[config.mk]
export PLATFORM = sky130hd
export DESIGN_NAME = mail_header_splitter
export DESIGN_NICKNAME = d
export VERILOG_FILES = /design/src/hw/rtl/mhs_pkg.sv /design/src/hw/rtl/mhs_parser.sv /design/src/hw/rtl/mhs_bucket_pipe.sv /design/src/hw/rtl/mail_header_splitter.sv
export SDC_FILE = /design/constraint.sdc
export NUM_CORES = 2
export LEC_CHECK = 0
export ABC_CLOCK_PERIOD_IN_PS = 25200
export BUFFER_PORTS_ARGS = -buffer_cell sky130_fd_sc_hd__buf_2
export CORE_MARGIN = 2
export CORE_UTILIZATION = 35
export DETAILED_ROUTE_END_ITERATION = 6
export GPL_ROUTABILITY_DRIVEN = 0
export PLACE_DENSITY = 0.46
export SLEW_MARGIN = 20
export SYNTH_ARGS = -nofsm -noshare
export SYNTH_HDL_FRONTEND = slang
export SYNTH_HIERARCHICAL = 1
export SYNTH_SLANG_ARGS = --single-unit
[constraint.sdc]
create_clock -name clk -period 25.2 [get_ports clk]
set_clock_uncertainty 0.05 [all_clocks]
set_input_delay 1.26 -clock clk [delete_from_list [all_inputs] [get_ports clk]]
set_output_delay 1.26 -clock clk [all_outputs]
set_load 0.005 [all_outputs]
[src/hw/rtl/mhs_pkg.sv]
// Shared types, character codes and helpers for the mail header splitter.
`default_nettype none

package mhs_pkg;

    localparam int CNT_W = 16;

    localparam logic [7:0] CH_TAB    = 8'd9;
    localparam logic [7:0] CH_LF     = 8'd10;
    localparam logic [7:0] CH_CR     = 8'd13;
    localparam logic [7:0] CH_SP     = 8'd32;
    localparam logic [7:0] CH_COLON  = 8'd58;
    localparam logic [7:0] NAME_LO   = 8'd33;
    localparam logic [7:0] NAME_HI   = 8'd126;
    localparam logic [7:0] UPPER_LO  = 8'd65;
    localparam logic [7:0] UPPER_HI  = 8'd90;
    localparam logic [7:0] CASE_STEP = 8'd32;
    localparam int         HASH_SHIFT = 5;

    typedef enum logic [1:0] {
        PH_IDLE,
        PH_INHDR,
        PH_LINESTART,
        PH_DONE
    } phase_t;

    typedef enum logic [1:0] {
        SH_EMPTY,
        SH_CRONLY,
        SH_OTHER
    } shape_t;

    typedef enum logic {
        KIND_HEADER = 1'b0,
        KIND_END    = 1'b1
    } kind_t;

    // Running state of the header being collected.
    typedef struct packed {
        logic [CNT_W-1:0] header_start;
        logic             colon_seen;
        logic [CNT_W-1:0] name_count;
        logic [CNT_W-1:0] value_count;
        logic [CNT_W-1:0] unfold_count;
        logic             bad_seen;
        logic [31:0]      hash;
        logic             prior_was_cr;
    } hdr_t;

    // One record; hash holds the raw name hash before reduction, the bucket after it.
    typedef struct packed {
        kind_t            record_kind;
        logic [CNT_W-1:0] offset;
        logic [CNT_W-1:0] total_length;
        logic [CNT_W-1:0] name_length;
        logic [CNT_W-1:0] value_length;
        logic [CNT_W-1:0] unfolded_length;
        logic             no_colon;
        logic             bad_name_chars;
        logic [31:0]      hash;
        logic             body_present;
        logic             last;
    } rec_t;

    function automatic logic [CNT_W-1:0] cnt_inc(input logic [CNT_W-1:0] x);
        return (x == '1) ? x : x + 1'b1;
    endfunction

endpackage

`default_nettype wire

[src/hw/rtl/mhs_parser.sv]
// Byte parser: header state, phase tracking and raw record generation.
`default_nettype none

module mhs_parser #(
    parameter int MAX_MESSAGE_BYTES = 65536
) (
    input  wire logic                 clk,
    input  wire logic                 rst_n,
    input  wire logic                 take,
    input  wire logic [7:0]           data_byte,
    input  wire logic                 final_byte,
    output logic [1:0]                lane_valid,
    output mhs_pkg::rec_t             lane_rec [2],
    output logic [1:0]                rec_count
);
    import mhs_pkg::*;

    localparam int POS_LIMIT = (MAX_MESSAGE_BYTES - 1 < 65535) ? MAX_MESSAGE_BYTES - 1 : 65535;
    localparam logic [CNT_W-1:0] POS_MAX = CNT_W'(POS_LIMIT);

    logic [CNT_W-1:0] position_reg, position_next;
    phase_t           phase_reg, phase_next, phase_step;
    shape_t           shape_reg, shape_next, shape_step;
    hdr_t             hdr_reg, hdr_next, hdr_step, hdr_fresh;
    logic [1:0]       lane_valid_reg, lane_valid_next;
    rec_t             lane_rec_reg [2];
    rec_t             lane_rec_next [2];

    logic [CNT_W-1:0] pos_here, pos_after;
    logic             is_lf, is_cr, is_blank;
    logic             do_begin, do_take, emit_pre, emit_mid_end, emit_fin_end, emit_fin_hdr;
    logic             have_a, have_b;
    rec_t             rec_a, rec_b;

    function automatic hdr_t take_byte(input hdr_t h, input logic [7:0] b);
        hdr_t       r;
        logic [7:0] low;
        r   = h;
        low = (b inside {[UPPER_LO:UPPER_HI]}) ? b + CASE_STEP : b;
        if (!h.colon_seen) begin
            if (b == CH_COLON) begin
                r.colon_seen   = 1'b1;
                r.prior_was_cr = 1'b0;
            end
            else begin
                r.name_count = cnt_inc(h.name_count);
                if (!(b inside {[NAME_LO:NAME_HI]})) begin
                    r.bad_seen = 1'b1;
                end
                r.hash = (h.hash << HASH_SHIFT) - h.hash + 32'(low);
            end
        end
        else begin
            r.value_count = cnt_inc(h.value_count);
            if (b == CH_LF) begin
                r.prior_was_cr = 1'b0;
            end
            else if (b == CH_CR) begin
                if (h.prior_was_cr) begin
                    r.unfold_count = cnt_inc(h.unfold_count);
                end
                r.prior_was_cr = 1'b1;
            end
            else begin
                // A CR not followed by LF counts as a value byte after all.
                r.unfold_count = h.prior_was_cr ? cnt_inc(cnt_inc(h.unfold_count))
                                                : cnt_inc(h.unfold_count);
                r.prior_was_cr = 1'b0;
            end
        end
        return r;
    endfunction

    function automatic rec_t header_rec(input hdr_t h, input logic [CNT_W-1:0] end_at);
        rec_t r;
        r              = '0;
        r.record_kind  = KIND_HEADER;
        r.offset       = h.header_start;
        r.total_length = end_at - h.header_start;
        if (h.colon_seen) begin
            r.name_length     = h.name_count;
            r.value_length    = h.value_count;
            r.unfolded_length = h.prior_was_cr ? cnt_inc(h.unfold_count) : h.unfold_count;
            r.bad_name_chars  = h.bad_seen;
            r.hash            = h.hash;
        end
        else begin
            r.no_colon = 1'b1;
        end
        return r;
    endfunction

    function automatic rec_t end_rec(input logic [CNT_W-1:0] body_at, input logic present);
        rec_t r;
        r              = '0;
        r.record_kind  = KIND_END;
        r.offset       = body_at;
        r.body_present = present;
        return r;
    endfunction

    assign is_lf     = (data_byte == CH_LF);
    assign is_cr     = (data_byte == CH_CR);
    assign is_blank  = (data_byte inside {CH_SP, CH_TAB});
    assign pos_here  = position_reg;
    assign pos_after = (position_reg < POS_MAX) ? position_reg + 1'b1 : POS_MAX;

    // Next phase and line shape, and which actions this byte triggers.
    always_comb
    begin
        phase_step   = phase_reg;
        shape_step   = shape_reg;
        do_begin     = 1'b0;
        do_take      = 1'b0;
        emit_pre     = 1'b0;
        emit_mid_end = 1'b0;
        case (phase_reg)
            PH_IDLE:
            begin
                if (is_lf) begin
                    emit_mid_end = 1'b1;
                    phase_step   = PH_DONE;
                end
                else begin
                    do_begin   = 1'b1;
                    phase_step = PH_INHDR;
                    shape_step = is_cr ? SH_CRONLY : SH_OTHER;
                end
            end
            PH_LINESTART:
            begin
                if (is_blank) begin
                    do_take    = 1'b1;
                    phase_step = PH_INHDR;
                    shape_step = SH_OTHER;
                end
                else if (is_lf) begin
                    emit_pre     = 1'b1;
                    emit_mid_end = 1'b1;
                    phase_step   = PH_DONE;
                end
                else begin
                    emit_pre   = 1'b1;
                    do_begin   = 1'b1;
                    phase_step = PH_INHDR;
                    shape_step = is_cr ? SH_CRONLY : SH_OTHER;
                end
            end
            PH_INHDR:
            begin
                if (shape_reg == SH_CRONLY && is_lf) begin
                    emit_mid_end = 1'b1;
                    phase_step   = PH_DONE;
                end
                else begin
                    do_take    = 1'b1;
                    shape_step = SH_OTHER;
                    if (is_lf) begin
                        phase_step = PH_LINESTART;
                    end
                end
            end
            default:
            begin
            end
        endcase

        emit_fin_end = final_byte && phase_step == PH_INHDR && shape_step == SH_CRONLY;
        emit_fin_hdr = final_byte && !emit_fin_end &&
                       (phase_step == PH_INHDR || phase_step == PH_LINESTART);

        if (final_byte) begin
            phase_next = PH_IDLE;
            shape_next = SH_EMPTY;
        end
        else begin
            phase_next = phase_step;
            shape_next = shape_step;
        end
    end

    // Header state update and the records this byte produces.
    always_comb
    begin
        hdr_fresh              = '0;
        hdr_fresh.header_start = pos_here;
        if (do_begin) begin
            hdr_step = take_byte(hdr_fresh, data_byte);
        end
        else if (do_take) begin
            hdr_step = take_byte(hdr_reg, data_byte);
        end
        else begin
            hdr_step = hdr_reg;
        end
        hdr_next      = final_byte ? hdr_t'('0) : hdr_step;
        position_next = final_byte ? '0 : pos_after;

        have_a = emit_pre;
        have_b = emit_mid_end || emit_fin_end || emit_fin_hdr;
        rec_a  = header_rec(hdr_reg, pos_here);
        if (emit_mid_end || emit_fin_end) begin
            rec_b = end_rec(pos_after, !final_byte);
        end
        else begin
            rec_b = header_rec(hdr_step, pos_after);
        end

        lane_rec_next[0]      = have_a ? rec_a : rec_b;
        lane_rec_next[0].last = !(have_a && have_b);
        lane_rec_next[1]      = rec_b;
        lane_rec_next[1].last = 1'b1;

        lane_valid_next[0] = take && (have_a || have_b);
        lane_valid_next[1] = take && have_a && have_b;
    end

    always_ff @(posedge clk or negedge rst_n)
    begin
        if (!rst_n) begin
            position_reg   <= '0;
            phase_reg      <= PH_IDLE;
            shape_reg      <= SH_EMPTY;
            hdr_reg        <= '0;
            lane_valid_reg <= '0;
        end
        else begin
            lane_valid_reg <= lane_valid_next;
            if (take) begin
                position_reg <= position_next;
                phase_reg    <= phase_next;
                shape_reg    <= shape_next;
                hdr_reg      <= hdr_next;
            end
        end
    end

    always_ff @(posedge clk)
    begin
        lane_rec_reg[0] <= lane_rec_next[0];
        lane_rec_reg[1] <= lane_rec_next[1];
    end

    assign lane_valid  = lane_valid_reg;
    assign lane_rec[0] = lane_rec_reg[0];
    assign lane_rec[1] = lane_rec_reg[1];
    assign rec_count   = {1'b0, lane_valid_next[0]} + {1'b0, lane_valid_next[1]};

endmodule

`default_nettype wire

[src/hw/rtl/mhs_bucket_pipe.sv]
// Two-stage pipeline that reduces a record's 32-bit name hash to its bucket.
`default_nettype none

module mhs_bucket_pipe #(
    parameter int HASH_BUCKETS = 63
) (
    input  wire logic          clk,
    input  wire logic          rst_n,
    input  wire logic          in_valid,
    input  wire mhs_pkg::rec_t in_rec,
    output logic               out_valid,
    output mhs_pkg::rec_t      out_rec
);
    import mhs_pkg::*;

    localparam int     BUCKETS     = (HASH_BUCKETS > 0) ? HASH_BUCKETS : 1;
    localparam int     FOLD_W      = 20;
    localparam int     RECIP_SHIFT = 30;
    localparam int     RECIP_W     = RECIP_SHIFT + 1;
    localparam int     PROD_W      = FOLD_W + RECIP_W;
    localparam longint RECIP       = ((longint'(1) << RECIP_SHIFT) + BUCKETS - 1) / BUCKETS;

    localparam logic [FOLD_W-1:0]  W1      = FOLD_W'(256 % BUCKETS);
    localparam logic [FOLD_W-1:0]  W2      = FOLD_W'(65536 % BUCKETS);
    localparam logic [FOLD_W-1:0]  W3      = FOLD_W'(16777216 % BUCKETS);
    localparam logic [FOLD_W-1:0]  DIV_B   = FOLD_W'(BUCKETS);
    localparam logic [RECIP_W-1:0] RECIP_C = RECIP_W'(RECIP);

    logic              st1_valid_reg, st2_valid_reg;
    rec_t              st1_rec_reg, st2_rec_reg;
    logic [FOLD_W-1:0] st1_fold_reg, st1_fold_next;
    logic [FOLD_W-1:0] st2_fold_reg;
    logic [FOLD_W-1:0] st2_quot_reg, st2_quot_next;
    logic [PROD_W-1:0] product;
    logic [FOLD_W-1:0] remainder;

    // Each hash byte is weighted by its place value modulo the bucket count,
    // which keeps the sum small enough for an exact reciprocal divide.
    assign st1_fold_next = FOLD_W'(in_rec.hash[7:0])
                         + FOLD_W'(in_rec.hash[15:8]) * W1
                         + FOLD_W'(in_rec.hash[23:16]) * W2
                         + FOLD_W'(in_rec.hash[31:24]) * W3;

    assign product       = PROD_W'(st1_fold_reg) * PROD_W'(RECIP_C);
    assign st2_quot_next = product[PROD_W-2:RECIP_SHIFT];
    assign remainder     = st2_fold_reg - FOLD_W'(st2_quot_reg * DIV_B);

    always_ff @(posedge clk or negedge rst_n)
    begin
        if (!rst_n) begin
            st1_valid_reg <= 1'b0;
            st2_valid_reg <= 1'b0;
        end
        else begin
            st1_valid_reg <= in_valid;
            st2_valid_reg <= st1_valid_reg;
        end
    end

    always_ff @(posedge clk)
    begin
        st1_rec_reg  <= in_rec;
        st1_fold_reg <= st1_fold_next;
        st2_rec_reg  <= st1_rec_reg;
        st2_fold_reg <= st1_fold_reg;
        st2_quot_reg <= st2_quot_next;
    end

    always_comb
    begin
        out_rec      = st2_rec_reg;
        out_rec.hash = 32'(remainder);
    end

    assign out_valid = st2_valid_reg;

endmodule

`default_nettype wire

[src/hw/rtl/mail_header_splitter.sv]
// Mail header splitter top level: parser, bucket pipelines and record queue.
//
// Message bytes enter on the byte channel (data_byte, final_byte) under
// byte_valid/byte_stall; a beat is taken when byte_valid is high and
// byte_stall is low. Header and end-of-headers records leave on the record
// channel under record_valid/record_stall, one record per beat.
// One byte is taken every cycle while byte_valid is high and byte_stall is low.
// A byte may cause up to two records; the first record of a byte reaches the
// record outputs through the parser register, two stages that reduce the name
// hash to a bucket, then the queue write; the second is queued with it.
// Records wait in an eight-entry queue. The byte channel raises byte_stall
// while more than six records are taken but not yet delivered, so a
// receiver that stalls the record channel throttles the byte side once the
// queue fills; nothing is dropped. Records leave at one per cycle while
// record_stall is low, which keeps up with any byte stream at full rate.
// Reset empties the queue and puts the parser at the start of a message.
// The final byte of a message also returns the parser to that state.
`default_nettype none

module mail_header_splitter #(
    parameter int MAX_MESSAGE_BYTES = 65536,
    parameter int HASH_BUCKETS      = 63
) (
    input  wire logic        clk,
    input  wire logic        rst_n,
    input  wire logic        byte_valid,
    output logic             byte_stall,
    input  wire logic [7:0]  data_byte,
    input  wire logic        final_byte,
    output logic             record_valid,
    input  wire logic        record_stall,
    output logic             record_kind,
    output logic [15:0]      offset,
    output logic [15:0]      total_length,
    output logic [15:0]      name_length,
    output logic [15:0]      value_length,
    output logic [15:0]      unfolded_length,
    output logic             no_colon,
    output logic             bad_name_chars,
    output logic [5:0]       name_bucket,
    output logic             body_present,
    output logic             last
);
    import mhs_pkg::*;

    localparam int QDEPTH = 8;
    localparam int QPTR_W = $clog2(QDEPTH);
    localparam int QCNT_W = $clog2(QDEPTH + 1);
    localparam logic [QCNT_W-1:0] STALL_LEVEL = QCNT_W'(QDEPTH - 2);

    logic              take;
    logic [1:0]        lane_valid;
    rec_t              lane_rec [2];
    logic [1:0]        rec_count;
    logic [1:0]        push_valid;
    rec_t              push_rec [2];
    logic              pop;
    rec_t              head;

    rec_t              queue_mem [QDEPTH];
    logic [QPTR_W-1:0] wr_ptr_reg, wr_ptr_next;
    logic [QPTR_W-1:0] rd_ptr_reg, rd_ptr_next;
    logic [QCNT_W-1:0] fill_reg, fill_next;
    logic [QCNT_W-1:0] owed_reg, owed_next;
    logic [QCNT_W-1:0] push_count;

    assign take = byte_valid && !byte_stall;
    assign pop  = record_valid && !record_stall;

    mhs_parser #(
        .MAX_MESSAGE_BYTES(MAX_MESSAGE_BYTES)
    ) u_parser (
        .clk        (clk),
        .rst_n      (rst_n),
        .take       (take),
        .data_byte  (data_byte),
        .final_byte (final_byte),
        .lane_valid (lane_valid),
        .lane_rec   (lane_rec),
        .rec_count  (rec_count)
    );

    mhs_bucket_pipe #(
        .HASH_BUCKETS(HASH_BUCKETS)
    ) u_pipe0 (
        .clk       (clk),
        .rst_n     (rst_n),
        .in_valid  (lane_valid[0]),
        .in_rec    (lane_rec[0]),
        .out_valid (push_valid[0]),
        .out_rec   (push_rec[0])
    );

    mhs_bucket_pipe #(
        .HASH_BUCKETS(HASH_BUCKETS)
    ) u_pipe1 (
        .clk       (clk),
        .rst_n     (rst_n),
        .in_valid  (lane_valid[1]),
        .in_rec    (lane_rec[1]),
        .out_valid (push_valid[1]),
        .out_rec   (push_rec[1])
    );

    // The second lane only carries a record when the first one does too.
    assign push_count  = QCNT_W'(push_valid[0]) + QCNT_W'(push_valid[1]);
    assign wr_ptr_next = wr_ptr_reg + QPTR_W'(push_count);
    assign rd_ptr_next = rd_ptr_reg + QPTR_W'(pop);
    assign fill_next   = fill_reg + push_count - QCNT_W'(pop);
    // Counts every record from parser to output so the queue can never overflow.
    assign owed_next   = owed_reg + QCNT_W'(rec_count) - QCNT_W'(pop);

    always_ff @(posedge clk or negedge rst_n)
    begin
        if (!rst_n) begin
            wr_ptr_reg <= '0;
            rd_ptr_reg <= '0;
            fill_reg   <= '0;
            owed_reg   <= '0;
        end
        else begin
            wr_ptr_reg <= wr_ptr_next;
            rd_ptr_reg <= rd_ptr_next;
            fill_reg   <= fill_next;
            owed_reg   <= owed_next;
        end
    end

    always_ff @(posedge clk)
    begin
        if (push_valid[0]) begin
            queue_mem[wr_ptr_reg] <= push_rec[0];
        end
        if (push_valid[1]) begin
            queue_mem[wr_ptr_reg + 1'b1] <= push_rec[1];
        end
    end

    assign byte_stall   = (owed_reg > STALL_LEVEL);
    assign record_valid = (fill_reg != '0);
    assign head         = queue_mem[rd_ptr_reg];

    assign record_kind     = head.record_kind;
    assign offset          = head.offset;
    assign total_length    = head.total_length;
    assign name_length     = head.name_length;
    assign value_length    = head.value_length;
    assign unfolded_length = head.unfolded_length;
    assign no_colon        = head.no_colon;
    assign bad_name_chars  = head.bad_name_chars;
    assign name_bucket     = head.hash[5:0];
    assign body_present    = head.body_present;
    assign last            = head.last;

endmodule

`default_nettype wire
# [After elaboration in Yosys (flattened, before gate mapping)]
# Memory sizes are Yosys's and may differ from the RTL's.
# Index checks and enable logic that the tools add are counted.
# W data, S select, Z words.
[totals] reg_bits=589 ramBits=1074 input_bits=13 n_memories=2
[memory_table] name="queue_mem" words=8 width=105 rd=1 rd_clocked_by_memory_dff=0 wr=2 line_no="mail_header_splitter.sv:60" source="rec_t queue_mem [QDEPTH];"
[memory_table] name="u_parser.lane_rec_reg" words=2 width=117 rd=2 rd_clocked_by_memory_dff=0 wr=2 line_no="mhs_parser.sv:26" source="rec_t lane_rec_reg [2];"
[op_classes] add_sub_neg=28 n_mul=4 order_cmp=6 eq_ne=16 mux=66 n_reduce_logical=25
[op_table] cell="$mux W117" count=2
[op_table] cell="$mux W16" count=13
[op_table] cell="$mux W99" count=2
[op_table] cell="$mux W33" count=5
[op_table] cell="$add A16 B1 Y16 const B" count=6
[op_table] cell="$mux W48" count=2
[op_table] cell="$mul A20 B24 Y44 const B" count=2
[op_table] cell="$mux W83" count=1
[op_table] cell="$eq A16 B16 Y1 const B" count=5
[op_table] cell="$add A20 B12 Y20" count=2
[op_table] cell="$add A20 B8 Y20" count=2
[op_table] cell="$mul A15 B6 Y20 const B" count=2
[op_table] cell="$sub A20 B20 Y20" count=2
[op_table] cell="$add A32 B8 Y32" count=1
[op_table] cell="$mux W32" count=1
[op_table] cell="$sub A16 B16 Y16" count=2
[op_table] cell="$sub A32 B32 Y32" count=1
[op_table] cell="$eq A8 B4 Y1 const B" count=3
[op_table] cell="$mux W1" count=23
[op_table] cell="$add A8 B10 Y11" count=2
[op_table] cell="$mux W2" count=10
[op_table] cell="$mux W17" count=1
[op_table] cell="$eq A8 B6 Y1 const B" count=2
[op_table] cell="$le A8 B7 Y1 const B" count=2
[op_table] cell="23 further kinds" count=51

# [Logic depth before layout (Yosys ltp)]
[logic_depth] word_depth=16 depth_mapped=24 ltp_nobuf=21

# [By module]
# The synthesis kept the hierarchy.
[modules_own_cells] module="mail_header_splitter" n_inst=1 cells_each=1955 area_each_um2=36784.0 seq_area_each_um2=22211.3
[modules_own_cells] module="mhs_parser" n_inst=1 cells_each=2140 area_each_um2=18297.5 seq_area_each_um2=7692.4
[modules_own_cells] module="mhs_bucket_pipe (u_pipe0)" n_inst=1 cells_each=643 area_each_um2=7955.1 seq_area_each_um2=4134.0
[modules_own_cells] module="mhs_bucket_pipe (u_pipe1)" n_inst=1 cells_each=638 area_each_um2=7946.4 seq_area_each_um2=4134.0

# [Worst setup path after synthesis]
# Ideal clock, no wire load.
[synth_path] kind="register to register" startpoint="register wr_ptr_reg[0]" endpoint="memory queue_mem[2][0] in the netlist's numbering (enable)" setup_time_ps=679 arrival_time_ps=7385 setup_slack_ps=17086 path_stages_with_launch=3 synth_period_minus_slack_ps=8114 cell_sequence="dfrtp_1 buf_2 o32ai_1"
[synth_rtl] item="from (decl)" line_no="mail_header_splitter.sv:61" source="logic [QPTR_W-1:0] wr_ptr_reg, wr_ptr_next;"
[synth_rtl] item="from (signal assigned)" line_no="mail_header_splitter.sv:122" source="wr_ptr_reg <= wr_ptr_next;"
[synth_rtl] item="to (decl)" line_no="mail_header_splitter.sv:60"

==> metrics.md <==
| Metric | Value |
|---|---|
| Crit-path slowest cell | `nand4b_1` |
| CP Cell Sequence | `ha_1 -> nand2_1 -> nor2_1 -> nand2_1 -> o21ai_0 -> ha_1 -> nand2_1 -> a21oi_1 -> and3_1 -> and4_1 -> a211oi_1 -> a311o_1 -> inv_1 -> ha_1 -> inv_1 -> nor2_1 -> nand4b_1 -> nor4b_1 -> xor2_1 -> o32ai_1` |
| Hold Path Origin | `u_pipe0/st1_rec_reg[38]` |
| Rel. slew slack | `19.7%` |
| Row count | `161` |
| Hold buffers post-CTS | `0` |
| IO buf count | `105` |
| Final Cycle Share | `24.2%` |
| Core Area | `0.193 mm2` |
| Lkg Pwr | `0.0295 uW` |
| Commonest non-fill, non-tap cell in the layout | `edfxtp_1` |
| RSZ-0062 raised after global routing | `no` |
| Reg2reg end | `u_parser/lane_rec_reg[0][46]` |
| Register-to-Register Path Depth | `20` |
| Non-filler cells, final | `7789` |
| CTS sink cnt | `1490` |
| Htree depth | `4` |
| # DRC | `0` |
| Clock Path Buffers | `3` |
| Critical-path maximum fanout | `14` |
| Critical path startpoint category | `flip-flop` |
| Area grow syn2layout | `13.4%` |
| Placed Instance Area | `0.0714 mm2` |
| Total wire length | `192000 um` |
| Hold path endpoint | `u_pipe0/out_rec[38]` |
| Fin. max-slew vios | `0` |
| Clk slew on worst S/H paths | `0.06 ns` |
| Vias post-DR | `40835` |
| Initial antenna violation count | `5` |
| Commonest cells after routing, fill and taps aside | `edfxtp_1, mux2_2, dfxtp_1, ha_1, nor2_1` |
| GRT Resource Usage Total | `19.2%` |
| Top-level I/O count | `106` |
| Antenna fix cells | `0` |
| Syn_area_per_cell | `13.5 um2` |
| Critical Path Max Stage Delay | `0.55 ns` |
| Worst-Skew Late Latency | `0.80 ns` |
| Design area | `0.0771 mm2` |
| Die area | `0.198 mm2` |
| HP Class | `reg2reg` |
| Status | `finished, final reports clean` |
| Final setup fails | `0` |
| Worst Setup SP | `u_parser/hdr_reg[34]` |
| Die H | `445 um` |
| Crit path max-delay family | `simple AND/OR/NAND/NOR gates` |
| TNS Setup | `0 ns` |
| Max-cap violations | `0` |
| Setup Fix Bufs, Post-CTS | `0` |
| Dpl hpwl | `117000 um` |
| Yosys warnings | `6` |
| Worst vdd ir | `0.0000756 V` |
| Slew at the pin with the worst max-slew slack | `1.21 ns` |
| Number of vias per cell | `5.24` |
| Buf/Inv on CP | `2` |
| Placed Cells | `7476` |
| Clock root buffer master | `clkbuf_16` |
| Setup CP Type | `reg2reg` |
| DR pass1 iterations | `5` |
| Max reg flops | `728` |
| Vias in the first global route | `42159` |
| Cell count of the worst hold path | `0` |
| Starting DRT DRC Count | `2770` |
| Initial core utilization | `35.3%` |
| Syn Nets | `5394` |
| CTS tree | `done` |
| Clock buffer count from CTS | `166` |
| Final min period | `6.11 ns` |
| Pwr per Cell Area | `95.4 mW/mm2` |
| Post-CTS Resized | `0` |
| Largest net degree at the start of global routing | `93` |
| Share of layout cells above drive strength 1 | `25.4%` |
| Final ANT Viol Nets | `0` |
| Syn Inst Count | `5019` |
| Avg WL per Cell | `24.7 um` |
| Endpoint class of the critical path | `flip-flop` |
| Crit path depth | `20` |
| WP data required | `25.86 ns` |
| R2R Path Start | `u_parser/hdr_reg[34]` |
| Worst path arrival time | `6.76 ns` |
| Die Width | `445 um` |
| Max Clock Freq | `0.164 GHz` |
| # nets final | `5493` |
| Final Hold Fails | `0` |
| Setup slack, reg-to-reg | `19.09 ns` |
| Gr ovfl total | `0` |
| Global-route wire length before repair | `285000 um` |
| Synthesized area | `0.0680 mm2` |
==> cell type report <==
type / instances / area, um2
Clock buffer: 239 / 4990
Clock inverter: 74 / 758
Fill cell: 17986 / 116000
Inverter: 238 / 893
Multi-Input combinational cell: 3045 / 28400
Sequential cell: 1490 / 37800
Tap cell: 2526 / 3160
Timing Repair Buffer: 177 / 1110
==> stage by stage <==
stage / hold WS, ns / total power [uW] / utilization [%] / setup WS [ns]
after CTS: 0.262 / 7470 / 40.0 / 19.32
after global placement: 0.260 / 4930 / 37.0 / 18.86
after floorplan: 0.260 / 4250 / - / 17.09
after detailed placement: 0.262 / 4930 / 37.0 / 18.77
after global routing: 0.262 / 7720 / 40.0 / 18.65
final: 0.256 / 7350 / 40.0 / 19.09
==> report_power, final <==
group / total [uW] / internal [uW] / switching [uW] / leakage, uW
Combinational: 1920 / 867 / 1060 / 0.0133
Clock: 2510 / 1470 / 1030 / 0.00284
Sequential: 2920 / 2750 / 171 / 0.0134
Total: 7350 / 5100 / 2260 / 0.0295
==> routing by layer <==
| metal | wire, um | share of wire (%) | global-route usage (%) |
|---|---|---|---|
| met5 | 0 | 0 | 0 |
| met4 | 3320 | 1.7 | 4.36 |
| met3 | 7600 | 4.0 | 2.64 |
| met2 | 90000 | 47 | 31.0 |
| met1 | 91300 | 47 | 27.4 |
==> worst register-to-register path, delay by kind of cell, from the launching register on <==
| kind | cells | cell delay, ns |
|---|---|---|
| DFF | 1 | 0.47 |
| and+or+nand+nor | 9 | 3.04 |
| adders and majority gates | 3 | 0.72 |
| xor gates and xnor gates | 1 | 0.15 |
| buffers and inverters | 2 | 0.15 |
| AOI/OAI and AO/OA | 5 | 1.46 |
==> worst max-delay path by stage <==
stage | endpoint | slack (ns)
3_5_place_dp | u_parser/lane_rec_reg[0][98] | 18.77
3_3_place_gp | u_parser/lane_rec_reg[0][98] | 18.86
5_1_grt | u_parser/lane_rec_reg[0][46] | 18.65
2_1_floorplan | queue_mem[2][0] | 17.09
6_report | u_parser/lane_rec_reg[0][46] | 19.09
4_1_cts | u_parser/lane_rec_reg[0][46] | 19.32
Power figures use the tool's default switching activity.
